===== src/design/cct_pkg.sv =====
package cct_pkg;

    typedef enum logic [0:0] {
        FUNC_TICK = 1'b0,
        FUNC_LOAD = 1'b1
    } func_t;

    // highest unit that changed on an item
    typedef enum logic [2:0] {
        LVL_YEAR   = 3'd0,
        LVL_MONTH  = 3'd1,
        LVL_DAY    = 3'd2,
        LVL_HOUR   = 3'd3,
        LVL_MINUTE = 3'd4,
        LVL_SECOND = 3'd5,
        LVL_NONE   = 3'd6
    } level_t;

    localparam int CFG_IDX_W  = 2;
    localparam int CFG_DATA_W = 10;

    localparam logic [CFG_IDX_W-1:0] CFG_TICKS = 2'd0;
    localparam logic [CFG_IDX_W-1:0] CFG_SCAN  = 2'd1;
    localparam logic [CFG_IDX_W-1:0] CFG_BLINK = 2'd2;

    typedef struct packed {
        logic [9:0] ticks_per_second;
        logic [7:0] scan_period;
        logic [9:0] blink_half_period;
    } cfg_t;

    localparam cfg_t CFG_RESET = '{
        ticks_per_second:  10'd1000,
        scan_period:       8'd10,
        blink_half_period: 10'd500
    };

    typedef struct packed {
        logic [13:0] year;
        logic [3:0]  month;
        logic [4:0]  day;
        logic [4:0]  hour;
        logic [5:0]  minute;
        logic [5:0]  second;
        logic [9:0]  millisecond;
    } cal_t;

    localparam cal_t CAL_RESET = '{
        year:        14'd2022,
        month:       4'd3,
        day:         5'd1,
        hour:        5'd20,
        minute:      6'd44,
        second:      6'd0,
        millisecond: 10'd0
    };

    typedef struct packed {
        func_t       func;
        logic [13:0] load_year;
        logic [3:0]  load_month;
        logic [4:0]  load_day;
        logic [4:0]  load_hour;
        logic [5:0]  load_minute;
        logic [5:0]  load_second;
    } item_t;

    typedef struct packed {
        cal_t   cal;
        level_t level;
        logic   key_scan_strobe;
        logic   blink;
    } result_t;

    localparam logic [6:0] SEC_PER_MIN  = 7'd60;
    localparam logic [6:0] MIN_PER_HOUR = 7'd60;
    localparam logic [5:0] HOUR_PER_DAY = 6'd24;
    localparam logic [4:0] MONTH_END    = 5'd13;

    function automatic logic [4:0] month_len(input logic [3:0] month, input logic leap);
        logic [4:0] len;
        unique case (month)
            4'd2:                   len = leap ? 5'd29 : 5'd28;
            4'd4, 4'd6, 4'd9, 4'd11: len = 5'd30;
            default:                len = 5'd31;
        endcase
        return len;
    endfunction

endpackage


===== src/design/cct_if.sv =====
interface cct_tick_if;
    logic        valid;
    logic        ready;
    logic        func;
    logic [13:0] load_year;
    logic [3:0]  load_month;
    logic [4:0]  load_day;
    logic [4:0]  load_hour;
    logic [5:0]  load_minute;
    logic [5:0]  load_second;

    modport source (
        output valid, func, load_year, load_month, load_day, load_hour,
               load_minute, load_second,
        input  ready
    );
    modport sink (
        input  valid, func, load_year, load_month, load_day, load_hour,
               load_minute, load_second,
        output ready
    );
endinterface

interface cct_result_if;
    logic        valid;
    logic        ready;
    logic [13:0] year;
    logic [3:0]  month;
    logic [4:0]  day;
    logic [4:0]  hour;
    logic [5:0]  minute;
    logic [5:0]  second;
    logic [9:0]  millisecond;
    logic [2:0]  rollover_level;
    logic        key_scan_strobe;
    logic        blink;

    modport source (
        output valid, year, month, day, hour, minute, second, millisecond,
               rollover_level, key_scan_strobe, blink,
        input  ready
    );
    modport sink (
        input  valid, year, month, day, hour, minute, second, millisecond,
               rollover_level, key_scan_strobe, blink,
        output ready
    );
endinterface


===== src/design/cct_leap.sv =====
// Gregorian leap test. year/100 by reciprocal: (y * 5243) >> 19 is exact
// for every 14-bit y.
module cct_leap (
    input  logic [13:0] year,
    output logic        leap
);

    logic [26:0] prod;
    logic [7:0]  q100;
    logic        div100;
    logic        div400;

    always_comb
    begin
        prod   = 27'(year) * 27'd5243;
        q100   = prod[26:19];
        div100 = (year == 14'(14'(q100) * 14'd100));
        // divisible by 400 when divisible by 100 and the quotient by 4
        div400 = div100 && (q100[1:0] == 2'b00);
        leap   = (year[1:0] == 2'b00) && (!div100 || div400);
    end

endmodule


===== src/design/cct_core.sv =====
module cct_core #(
    parameter int unsigned YEAR_LIMIT = 9999
) (
    input  logic            clk,
    input  logic            rst_n,
    input  logic            en,
    input  cct_pkg::item_t  item,
    input  cct_pkg::cfg_t   cfg,
    output cct_pkg::result_t res
);

    cct_pkg::cal_t cal_reg, cal_next;
    logic [7:0]    scan_reg, scan_next;
    logic [9:0]    blink_cnt_reg, blink_cnt_next;
    logic          blink_reg, blink_next;

    logic          leap;
    logic [4:0]    mlen;
    logic [10:0]   ms_sum;
    logic [6:0]    sec_sum;
    logic [6:0]    min_sum;
    logic [5:0]    hour_sum;
    logic [5:0]    day_sum;
    logic [4:0]    month_sum;
    logic [14:0]   year_sum;
    logic [8:0]    scan_sum;
    logic [10:0]   blink_sum;
    cct_pkg::level_t level;
    logic          strobe;

    cct_leap u_leap (
        .year (cal_reg.year),
        .leap (leap)
    );

    always_comb
    begin
        mlen      = cct_pkg::month_len(cal_reg.month, leap);
        ms_sum    = {1'b0, cal_reg.millisecond} + 11'd1;
        sec_sum   = {1'b0, cal_reg.second} + 7'd1;
        min_sum   = {1'b0, cal_reg.minute} + 7'd1;
        hour_sum  = {1'b0, cal_reg.hour} + 6'd1;
        day_sum   = {1'b0, cal_reg.day} + 6'd1;
        month_sum = {1'b0, cal_reg.month} + 5'd1;
        year_sum  = {1'b0, cal_reg.year} + 15'd1;
        scan_sum  = {1'b0, scan_reg} + 9'd1;
        blink_sum = {1'b0, blink_cnt_reg} + 11'd1;

        cal_next       = cal_reg;
        scan_next      = scan_reg;
        blink_cnt_next = blink_cnt_reg;
        blink_next     = blink_reg;
        level          = cct_pkg::LVL_NONE;
        strobe         = 1'b0;

        if (item.func == cct_pkg::FUNC_LOAD)
        begin
            cal_next.year        = item.load_year;
            cal_next.month       = item.load_month;
            cal_next.day         = item.load_day;
            cal_next.hour        = item.load_hour;
            cal_next.minute      = item.load_minute;
            cal_next.second      = item.load_second;
            cal_next.millisecond = '0;
            level                = cct_pkg::LVL_YEAR;
        end
        else
        begin
            if (scan_sum >= {1'b0, cfg.scan_period})
            begin
                scan_next = '0;
                strobe    = 1'b1;
            end
            else
            begin
                scan_next = scan_sum[7:0];
            end

            if (blink_sum >= {1'b0, cfg.blink_half_period})
            begin
                blink_cnt_next = '0;
                blink_next     = ~blink_reg;
            end
            else
            begin
                blink_cnt_next = blink_sum[9:0];
            end

            // carry chain: each unit wraps only when every lower unit wrapped
            priority if (ms_sum < {1'b0, cfg.ticks_per_second})
            begin
                cal_next.millisecond = ms_sum[9:0];
                level                = cct_pkg::LVL_NONE;
            end
            else if (sec_sum < cct_pkg::SEC_PER_MIN)
            begin
                cal_next.millisecond = '0;
                cal_next.second      = sec_sum[5:0];
                level                = cct_pkg::LVL_SECOND;
            end
            else if (min_sum < cct_pkg::MIN_PER_HOUR)
            begin
                cal_next.millisecond = '0;
                cal_next.second      = '0;
                cal_next.minute      = min_sum[5:0];
                level                = cct_pkg::LVL_MINUTE;
            end
            else if (hour_sum < cct_pkg::HOUR_PER_DAY)
            begin
                cal_next.millisecond = '0;
                cal_next.second      = '0;
                cal_next.minute      = '0;
                cal_next.hour        = hour_sum[4:0];
                level                = cct_pkg::LVL_HOUR;
            end
            else if (day_sum <= {1'b0, mlen})
            begin
                cal_next.millisecond = '0;
                cal_next.second      = '0;
                cal_next.minute      = '0;
                cal_next.hour        = '0;
                cal_next.day         = day_sum[4:0];
                level                = cct_pkg::LVL_DAY;
            end
            else if (month_sum < cct_pkg::MONTH_END)
            begin
                cal_next.millisecond = '0;
                cal_next.second      = '0;
                cal_next.minute      = '0;
                cal_next.hour        = '0;
                cal_next.day         = 5'd1;
                cal_next.month       = month_sum[3:0];
                level                = cct_pkg::LVL_MONTH;
            end
            else
            begin
                cal_next.millisecond = '0;
                cal_next.second      = '0;
                cal_next.minute      = '0;
                cal_next.hour        = '0;
                cal_next.day         = 5'd1;
                cal_next.month       = 4'd1;
                cal_next.year        = (year_sum > 15'(YEAR_LIMIT)) ? 14'd0 : year_sum[13:0];
                level                = cct_pkg::LVL_YEAR;
            end
        end

        res.cal             = cal_next;
        res.level           = level;
        res.key_scan_strobe = strobe;
        res.blink           = blink_next;
    end

    always_ff @(posedge clk or negedge rst_n)
    begin
        if (!rst_n)
        begin
            cal_reg       <= cct_pkg::CAL_RESET;
            scan_reg      <= '0;
            blink_cnt_reg <= '0;
            blink_reg     <= 1'b0;
        end
        else if (en)
        begin
            cal_reg       <= cal_next;
            scan_reg      <= scan_next;
            blink_cnt_reg <= blink_cnt_next;
            blink_reg     <= blink_next;
        end
    end

endmodule


===== src/design/calendar_clock_tick.sv =====
// Millisecond real time clock with Gregorian calendar.
// tick channel: one item per millisecond tick (func = 0) or a calendar load
// (func = 1, load_* fields stored as given, millisecond cleared).
// result channel: one item per accepted item with the full time after it,
// the highest unit that changed, the key scan strobe and the blink flag.
// cfg_we/cfg_index/cfg_data write ticks_per_second (0), scan_period (1) and
// blink_half_period (2); write only while no item is in flight.
// An item passes through the input register, then the result register,
// before its result is valid. Throughput: one item per cycle while the
// receiver takes results; the whole carry chain and leap test sit in one
// register-to-register step.
// Reset: time 20:44:00.000 on day 1 of month 3, year 2022; scan and blink
// counters cleared, blink low, registers at 1000/10/500.
// When the receiver stalls, the result register holds and the input register
// still takes one more item; tick.ready drops once both are full.
module calendar_clock_tick #(
    parameter int unsigned YEAR_LIMIT = 9999
) (
    input  logic                          clk,
    input  logic                          rst_n,
    cct_tick_if.sink                      tick,
    cct_result_if.source                  result,
    input  logic                          cfg_we,
    input  logic [cct_pkg::CFG_IDX_W-1:0]  cfg_index,
    input  logic [cct_pkg::CFG_DATA_W-1:0] cfg_data
);

    cct_pkg::cfg_t    cfg_reg;
    logic             in_valid_reg, in_valid_next;
    cct_pkg::item_t   in_item_reg;
    logic             out_valid_reg, out_valid_next;
    cct_pkg::result_t out_reg;
    cct_pkg::result_t core_res;
    cct_pkg::item_t   tick_item;
    logic             advance;
    logic             take;

    always_comb
    begin
        advance        = in_valid_reg && (!out_valid_reg || result.ready);
        tick.ready     = !in_valid_reg || advance;
        take           = tick.valid && tick.ready;
        in_valid_next  = take || (in_valid_reg && !advance);
        out_valid_next = advance || (out_valid_reg && !result.ready);

        tick_item.func        = cct_pkg::func_t'(tick.func);
        tick_item.load_year   = tick.load_year;
        tick_item.load_month  = tick.load_month;
        tick_item.load_day    = tick.load_day;
        tick_item.load_hour   = tick.load_hour;
        tick_item.load_minute = tick.load_minute;
        tick_item.load_second = tick.load_second;
    end

    cct_core #(
        .YEAR_LIMIT (YEAR_LIMIT)
    ) u_core (
        .clk   (clk),
        .rst_n (rst_n),
        .en    (advance),
        .item  (in_item_reg),
        .cfg   (cfg_reg),
        .res   (core_res)
    );

    always_ff @(posedge clk or negedge rst_n)
    begin
        if (!rst_n)
        begin
            cfg_reg <= cct_pkg::CFG_RESET;
        end
        else if (cfg_we)
        begin
            unique case (cfg_index)
                cct_pkg::CFG_TICKS: cfg_reg.ticks_per_second  <= cfg_data;
                cct_pkg::CFG_SCAN:  cfg_reg.scan_period       <= cfg_data[7:0];
                cct_pkg::CFG_BLINK: cfg_reg.blink_half_period <= cfg_data;
                default:            cfg_reg                   <= cfg_reg;
            endcase
        end
    end

    always_ff @(posedge clk or negedge rst_n)
    begin
        if (!rst_n)
        begin
            in_valid_reg  <= 1'b0;
            out_valid_reg <= 1'b0;
        end
        else
        begin
            in_valid_reg  <= in_valid_next;
            out_valid_reg <= out_valid_next;
        end
    end

    always_ff @(posedge clk)
    begin
        if (take)
        begin
            in_item_reg <= tick_item;
        end
        if (advance)
        begin
            out_reg <= core_res;
        end
    end

    assign result.valid           = out_valid_reg;
    assign result.year            = out_reg.cal.year;
    assign result.month           = out_reg.cal.month;
    assign result.day             = out_reg.cal.day;
    assign result.hour            = out_reg.cal.hour;
    assign result.minute          = out_reg.cal.minute;
    assign result.second          = out_reg.cal.second;
    assign result.millisecond     = out_reg.cal.millisecond;
    assign result.rollover_level  = out_reg.level;
    assign result.key_scan_strobe = out_reg.key_scan_strobe;
    assign result.blink           = out_reg.blink;

    // input stage only blocks when it holds an item
    a_ready_low_full: assert property (@(posedge clk) disable iff (!rst_n)
        !tick.ready |-> in_valid_reg)
        else $error("tick.ready low with empty input stage");

    a_advance_fills: assert property (@(posedge clk) disable iff (!rst_n)
        advance |=> out_valid_reg)
        else $error("processed item did not reach result stage");

    a_load_result: assert property (@(posedge clk) disable iff (!rst_n)
        advance && (in_item_reg.func == cct_pkg::FUNC_LOAD) |=>
            (out_reg.cal.millisecond == '0) && (out_reg.level == cct_pkg::LVL_YEAR)
            && !out_reg.key_scan_strobe)
        else $error("load item gave wrong result");

    // any carry out of the tick counter leaves it at zero
    a_level_ms: assert property (@(posedge clk) disable iff (!rst_n)
        out_valid_reg |->
            ((out_reg.level == cct_pkg::LVL_NONE) == (out_reg.cal.millisecond != '0)))
        else $error("rollover level disagrees with millisecond count");

endmodule

===== src/flat_wrapper.sv =====
// flat-port wrapper written by rule: the top's interface ports become plain ports
module calendar_clock_tick_flat 
#(
    parameter int unsigned YEAR_LIMIT = 9999
)
  (clk, rst_n, cfg_we, cfg_index, cfg_data, tick_valid, tick_func, tick_load_year, tick_load_month, tick_load_day, tick_load_hour, tick_load_minute, tick_load_second, tick_ready, result_valid, result_year, result_month, result_day, result_hour, result_minute, result_second, result_millisecond, result_rollover_level, result_key_scan_strobe, result_blink, result_ready);
  cct_tick_if tick_i ();
  cct_result_if result_i ();
  input  logic clk;
  input  logic rst_n;
  input  logic cfg_we;
  input  logic [cct_pkg::CFG_IDX_W-1:0] cfg_index;
  input  logic [cct_pkg::CFG_DATA_W-1:0] cfg_data;
  input wire logic [$bits(tick_i.valid)-1:0] tick_valid;
  input wire logic [$bits(tick_i.func)-1:0] tick_func;
  input wire logic [$bits(tick_i.load_year)-1:0] tick_load_year;
  input wire logic [$bits(tick_i.load_month)-1:0] tick_load_month;
  input wire logic [$bits(tick_i.load_day)-1:0] tick_load_day;
  input wire logic [$bits(tick_i.load_hour)-1:0] tick_load_hour;
  input wire logic [$bits(tick_i.load_minute)-1:0] tick_load_minute;
  input wire logic [$bits(tick_i.load_second)-1:0] tick_load_second;
  output wire logic [$bits(tick_i.ready)-1:0] tick_ready;
  output wire logic [$bits(result_i.valid)-1:0] result_valid;
  output wire logic [$bits(result_i.year)-1:0] result_year;
  output wire logic [$bits(result_i.month)-1:0] result_month;
  output wire logic [$bits(result_i.day)-1:0] result_day;
  output wire logic [$bits(result_i.hour)-1:0] result_hour;
  output wire logic [$bits(result_i.minute)-1:0] result_minute;
  output wire logic [$bits(result_i.second)-1:0] result_second;
  output wire logic [$bits(result_i.millisecond)-1:0] result_millisecond;
  output wire logic [$bits(result_i.rollover_level)-1:0] result_rollover_level;
  output wire logic [$bits(result_i.key_scan_strobe)-1:0] result_key_scan_strobe;
  output wire logic [$bits(result_i.blink)-1:0] result_blink;
  input wire logic [$bits(result_i.ready)-1:0] result_ready;
  assign tick_i.valid = tick_valid;
  assign tick_i.func = tick_func;
  assign tick_i.load_year = tick_load_year;
  assign tick_i.load_month = tick_load_month;
  assign tick_i.load_day = tick_load_day;
  assign tick_i.load_hour = tick_load_hour;
  assign tick_i.load_minute = tick_load_minute;
  assign tick_i.load_second = tick_load_second;
  assign tick_ready = tick_i.ready;
  assign result_valid = result_i.valid;
  assign result_year = result_i.year;
  assign result_month = result_i.month;
  assign result_day = result_i.day;
  assign result_hour = result_i.hour;
  assign result_minute = result_i.minute;
  assign result_second = result_i.second;
  assign result_millisecond = result_i.millisecond;
  assign result_rollover_level = result_i.rollover_level;
  assign result_key_scan_strobe = result_i.key_scan_strobe;
  assign result_blink = result_i.blink;
  assign result_i.ready = result_ready;
  calendar_clock_tick #(.YEAR_LIMIT(YEAR_LIMIT)) u_core (.clk(clk), .rst_n(rst_n), .tick(tick_i), .result(result_i), .cfg_we(cfg_we), .cfg_index(cfg_index), .cfg_data(cfg_data));
endmodule

===== config.mk =====
export PLATFORM = sky130hd
export DESIGN_NAME = calendar_clock_tick_flat
export DESIGN_NICKNAME = d
export VERILOG_FILES = /design/src/design/cct_pkg.sv /design/src/design/cct_if.sv /design/src/design/cct_leap.sv /design/src/design/cct_core.sv /design/src/design/calendar_clock_tick.sv /design/src/flat_wrapper.sv
export SDC_FILE = /design/constraint.sdc
export NUM_CORES = 1
export LEC_CHECK = 0
export BUFFER_PORTS_ARGS = -buffer_cell sky130_fd_sc_hd__clkbuf_2
export CAP_MARGIN = 10
export CORE_MARGIN = 5
export CORE_UTILIZATION = 40
export CTS_CLUSTER_SIZE = 14
export DETAILED_ROUTE_END_ITERATION = 10
export SETUP_SLACK_MARGIN = 0.15
export SYNTH_ARGS = -nofsm -noshare
export SYNTH_HDL_FRONTEND = slang
export SYNTH_SLANG_ARGS = --single-unit

===== constraint.sdc =====
create_clock -name clk -period 19 [get_ports clk]
set_input_delay 1.9 -clock clk [delete_from_list [all_inputs] [get_ports clk]]
set_output_delay 1.9 -clock clk [all_outputs]
set_load 0.005 [all_outputs]

Yosys cells after proc, flatten, opt, wreduce, memory -nomap -nowiden
Cells that the tools add are included.
{"block": "totals", "reg_bits": 195}
{"block": "classes", "add_sub_neg": 9, "n_mul": 2, "n_lt_le_gt_ge": 9, "n_eq_ne": 8, "mux": 27, "bitwise": 2, "n_reduce_logical": 25}
{"op": "two-way mux 50 bit", "count": 1}
{"op": "two-way mux 40 bit", "count": 1}
{"op": "two-way mux 36 bit", "count": 1}
{"op": "two-way mux 34 bit", "count": 1}
{"op": "two-way mux 32 bit", "count": 1}
{"op": "two-way mux 14 bit", "count": 2}
{"op": "two-way mux 28 bit", "count": 1}
{"op": "multiplier 14 x 13 -> 27 bit (second input constant)", "count": 1}
{"op": "two-way mux 27 bit", "count": 1}
{"op": "two-way mux 23 bit", "count": 1}
{"op": "adder 10 x 1 -> 11 bit (second input constant)", "count": 2}
{"op": "two-way mux 22 bit", "count": 1}
{"op": "two-way mux 10 bit", "count": 2}
{"op": "two-way mux 18 bit", "count": 1}
{"op": "two-way mux 16 bit", "count": 1}
{"op": "adder 14 x 1 -> 15 bit (second input constant)", "count": 1}
{"op": "greater-than comparator 15 x 14 -> 1 bit (second input constant)", "count": 1}
{"op": "adder 6 x 1 -> 7 bit (second input constant)", "count": 2}
{"op": "== test 14 bit", "count": 1}
{"op": "less-than comparator 7 x 6 -> 1 bit (second input constant)", "count": 2}
{"op": "adder 5 x 1 -> 6 bit (second input constant)", "count": 2}
{"op": "multiplier 8 x 5 -> 12 bit (second input constant)", "count": 1}
{"op": "greater-or-equal comparator 11 x 10 -> 1 bit", "count": 1}
{"op": "less-than comparator 11 x 10 -> 1 bit", "count": 1}
{"op": "24 further kinds", "count": 52}

Depth between registers and ports, before layout
{"block": "depth", "ltp_word": 15, "ltp_mapped": 39}

By module
A second synthesis with hierarchy kept.
{"block": "hier_totals", "hier_cells": 1423, "hier_area_um2": 14765.4}
{"module": "cct_core", "n_inst": 1, "cells_per_inst": 831, "area_each_um2": 6580.1}
{"module": "cct_leap", "n_inst": 1, "cells_per_inst": 427, "area_each_um2": 4126.5}
{"module": "calendar_clock_tick", "n_inst": 1, "cells_per_inst": 165, "area_each_um2": 4058.9}

Worst setup path before layout
Ideal clock, no wire load.
{"block": "synth_timing", "path_kind": "flip-flop to flip-flop", "startpoint": "register u_core.u_core.cal_reg[47] (netlist name)", "endpoint": "register u_core.out_reg, in the netlist u_core.result.year[5], data pin", "setup_time_ns": 0.263, "arrival_ns": 8.671, "required_ns": 18.737, "setup_slack_ns": 10.066, "path_stages_with_launch": 39, "synth_period_minus_slack_ns": 8.934, "cell_sequence": "dfrtp_1 > fa_1 > ha_1 > inv_1 > fa_1 > inv_1 > fa_1 > inv_1 > fa_1 > inv_1 > ha_1 > and4_1 > and4_1 > a41oi_1 > a211oi_2 > a21o_1 > xor2_1 > ha_1 > (+3 left out) > inv_1 > ha_1 > a21o_1 > nand2_1 > a31oi_1 > a211oi_1 > nand4_1 > nor4_1 > nor3_1 > ha_1 > nand2_1 > o2111ai_1 > o22a_1 > a211oi_2 > nand3_4 > buf_2 > a21oi_1 > o21ai_0"}
{"item": "from (decl)", "line_no": "cct_core.sv:12", "rtl": "cct_pkg::cal_t cal_reg, cal_next;"}
{"item": "from (signal assigned)", "line_no": "cct_core.sv:158", "rtl": "cal_reg <= cct_pkg::CAL_RESET;"}
{"item": "from (signal assigned)", "line_no": "cct_core.sv:165", "rtl": "cal_reg <= cal_next;"}
{"item": "to (signal assigned)", "line_no": "calendar_clock_tick.sv:105", "rtl": "out_reg <= core_res;"}
{"item": "to (decl)", "line_no": "calendar_clock_tick.sv:32", "rtl": "cct_pkg::result_t out_reg;"}

==> results.json <==
{
  "min_period_ns": 10.32,
  "largest_register_ffs": 50,
  "clock_latency_ns": 0.46,
  "grt_overflow_total": 0,
  "maxCapViolations": 0,
  "finalSetupTns_ns": 0,
  "nFillCells": 3470,
  "drtAntennaViolNets": 0,
  "path_clk_slew_ns": 0.07,
  "grt_util_met3_pct": 4.14,
  "final_cell_area_um2": 16400,
  "synth_edf_count": 96,
  "holdCritPathClass": "reg2reg",
  "route.detailed.drc": 0,
  "yosys.area.top_type": "edfxtp_1",
  "async_flop_share_pct": 50.8,
  "use_met1_pct": 26.4,
  "worst_path_largest_cell_delay_ns": 0.84,
  "yosys_most_used_dff": "edfxtp_1",
  "use_met2_pct": 28.8,
  "die_w_um": 203,
  "cts-root-buf": "clkbuf_16",
  "grt_max_degree": 73,
  "synth_top_area_share_pct": 19.4,
  "worstRegToRegCells": 37,
  "rsz0062_at_grt": "false",
  "stdcell_count": 2014,
  "r2r-end": "u_core.result.year[3]",
  "grt_pass1_wl_um": 61600,
  "cp-start-kind": "flop",
  "slowest_stage": "dfrtp_1",
  "gp_congestion": 0.869,
  "first_global_vias": 11327,
  "drive_above_1_share_pct": 16.8,
  "top_usage_layer": "met2",
  "ys_top_cells_by_count": "ha_1, inv_1, nand2_1, edfxtp_1",
  "whs_endpoint": "u_core.cfg_reg[25]",
  "r2r_slack_ns": 8.68,
  "outcome": "complete, no violations",
  "fmax_mhz": 96.9,
  "clockBufferDepth": 2,
  "cp_max_fo": 18,
  "yosys_warnings": 0,
  "synthesis.area_um2": 14900,
  "ys_seq_area_share_pct": 36.3,
  "hold_violations": 0,
  "start_util_pct": 40.5,
  "relSlewSlack_pct": 23.8,
  "core_area_um2": 36700,
  "diodes": 0,
  "track_usage_pct": 18.5,
  "crit_type": "reg2reg",
  "crit_path_end_kind": "flop",
  "cts_tree": "built",
  "num_vias": 11182,
  "die_y_um": 203,
  "drt-initial-drc-count": 837,
  "dp_cells": 1982,
  "ctsResizeCount": 0,
  "synth_seq_cells": 195,
  "postPlaceCellArea_um2": 15800,
  "post_cts_buffers": 0,
  "antenna_found_initial": 2,
  "syn_avg_cell_area_um2": 10.3,
  "synth_most_common_cell": "ha_1",
  "pin_count": 115,
  "worst_ep_required_time_ns": 19.20,
  "min_period_over_period_pct": 54.3,
  "r2r_start": "u_core.u_core.cal_reg[47]",
  "setup_viol": 0,
  "wl_per_cell_um": 18.8,
  "rows": 70,
  "whs_path_depth": 2,
  "slew_violations": 0,
  "worst_pin_slew_ns": 1.14,
  "final_nets": 1831,
  "routed_via_density": 5.55,
  "routed_wl_um": 37900,
  "hold_start": "u_core.cfg_reg[25]",
  "netlist_instances": 1448,
  "cts_hold_buf": 0,
  "synth_area_leaders": "edfxtp_1, ha_1, dfrtp_1",
  "syn-num-nets": 1746,
  "critical_path_arrival_ns": 10.51,
  "port_buffers": 114,
  "h-tree-depth": 4,
  "cts_sinks": 195,
  "cts_buffers": 17,
  "syn_to_final_growth_pct": 10.2,
  "die-area_um2": 41100,
  "synth_cell_types": 95,
  "final_util_pct": 44.6,
  "skew_ns": 0.0164,
  "dp_hpwl_um": 28300,
  "dr.pass1.iters": 7
}
==> layer usage <==
metal | share of wire [%] | up-vias
li1 | - | 5341
met1 | 47 | 5474
met5 | 0.071 | -
met3 | 6.0 | 51
met4 | 1.9 | 4
met2 | 45 | 312
==> per-stage QoR <==
stage,hold WS (ns),setup WS (ns)
finish,0.511,8.68
global placement,0.490,8.99
detailed placement,0.495,8.79
floorplan,0.452,10.07
CTS,0.514,8.75
global route,0.533,8.11
==> kinds of logic (layout without fill, tap and decap cells) <==
kind of cell,after synthesis,after routing,share of synthesized area [%]
adders and majority gates,240,240,23.5
DFF,195,195,36.3
muxes,40,40,2.98
and+or+nand+nor,398,398,13.8
xor gates and xnor gates,57,57,3.41
AOI/OAI and AO/OA,295,295,13.8
buffers and inverters,223,321,6.15
==> cell usage in the layout, fill, tap and decap left out, types with 18 or more instances in the layout <==
cell,n
xnor2_1,34
nand3_1,47
nor3_1,23
nor2_1,60
nand4_1,21
o21ai_0,68
clkbuf_2,114
clkbuf_16,18
and3_1,23
mux2_2,34
xor2_1,22
dfstp_2,30
a31oi_1,27
nand2_1,133
a21oi_1,33
fa_1,66
ha_1,174
dfrtp_1,69
inv_1,163
edfxtp_1,96
==> layout make-up <==
type	instances	area, µm²	area share (%)
clock buffer	21	473	2.89
clock inverter	11	88.8	0.542
inverter	165	622	3.80
multi-input combinational	1030	8570	52.3
sequential	195	5400	32.9
tap	468	586	3.57
timing repair buffer	124	648	3.96
==> how the worst max path moves through the flow <==
stage                                          from  cells past startpoint                     to  slack, ns
after global placement    u_core.u_core.cal_reg[47]                     37  u_core.result.year[3]       8.99
after detailed placement  u_core.u_core.cal_reg[47]                     37  u_core.result.year[3]       8.79
final                     u_core.u_core.cal_reg[47]                     37  u_core.result.year[3]       8.68
after CTS                 u_core.u_core.cal_reg[47]                     37  u_core.result.year[3]       8.75
after floorplan           u_core.u_core.cal_reg[47]                     38  u_core.result.year[5]      10.07
after global routing      u_core.u_core.cal_reg[47]                     37  u_core.result.year[8]       8.11
==> worst max-delay path, delay by kind of cell (launching register included) <==
kind,cells,cell delay [ns]
and+or+nand+nor,10,1.76
buffers and inverters,6,0.30
DFF,1,0.84
AOI/OAI and AO/OA,9,2.37
adders and majority gates,11,4.47
xor gates and xnor gates,1,0.28
Power is left out: the tool's default activity adds up to more than one toggle a clock period on the data nets, which glitch-free logic cannot reach.
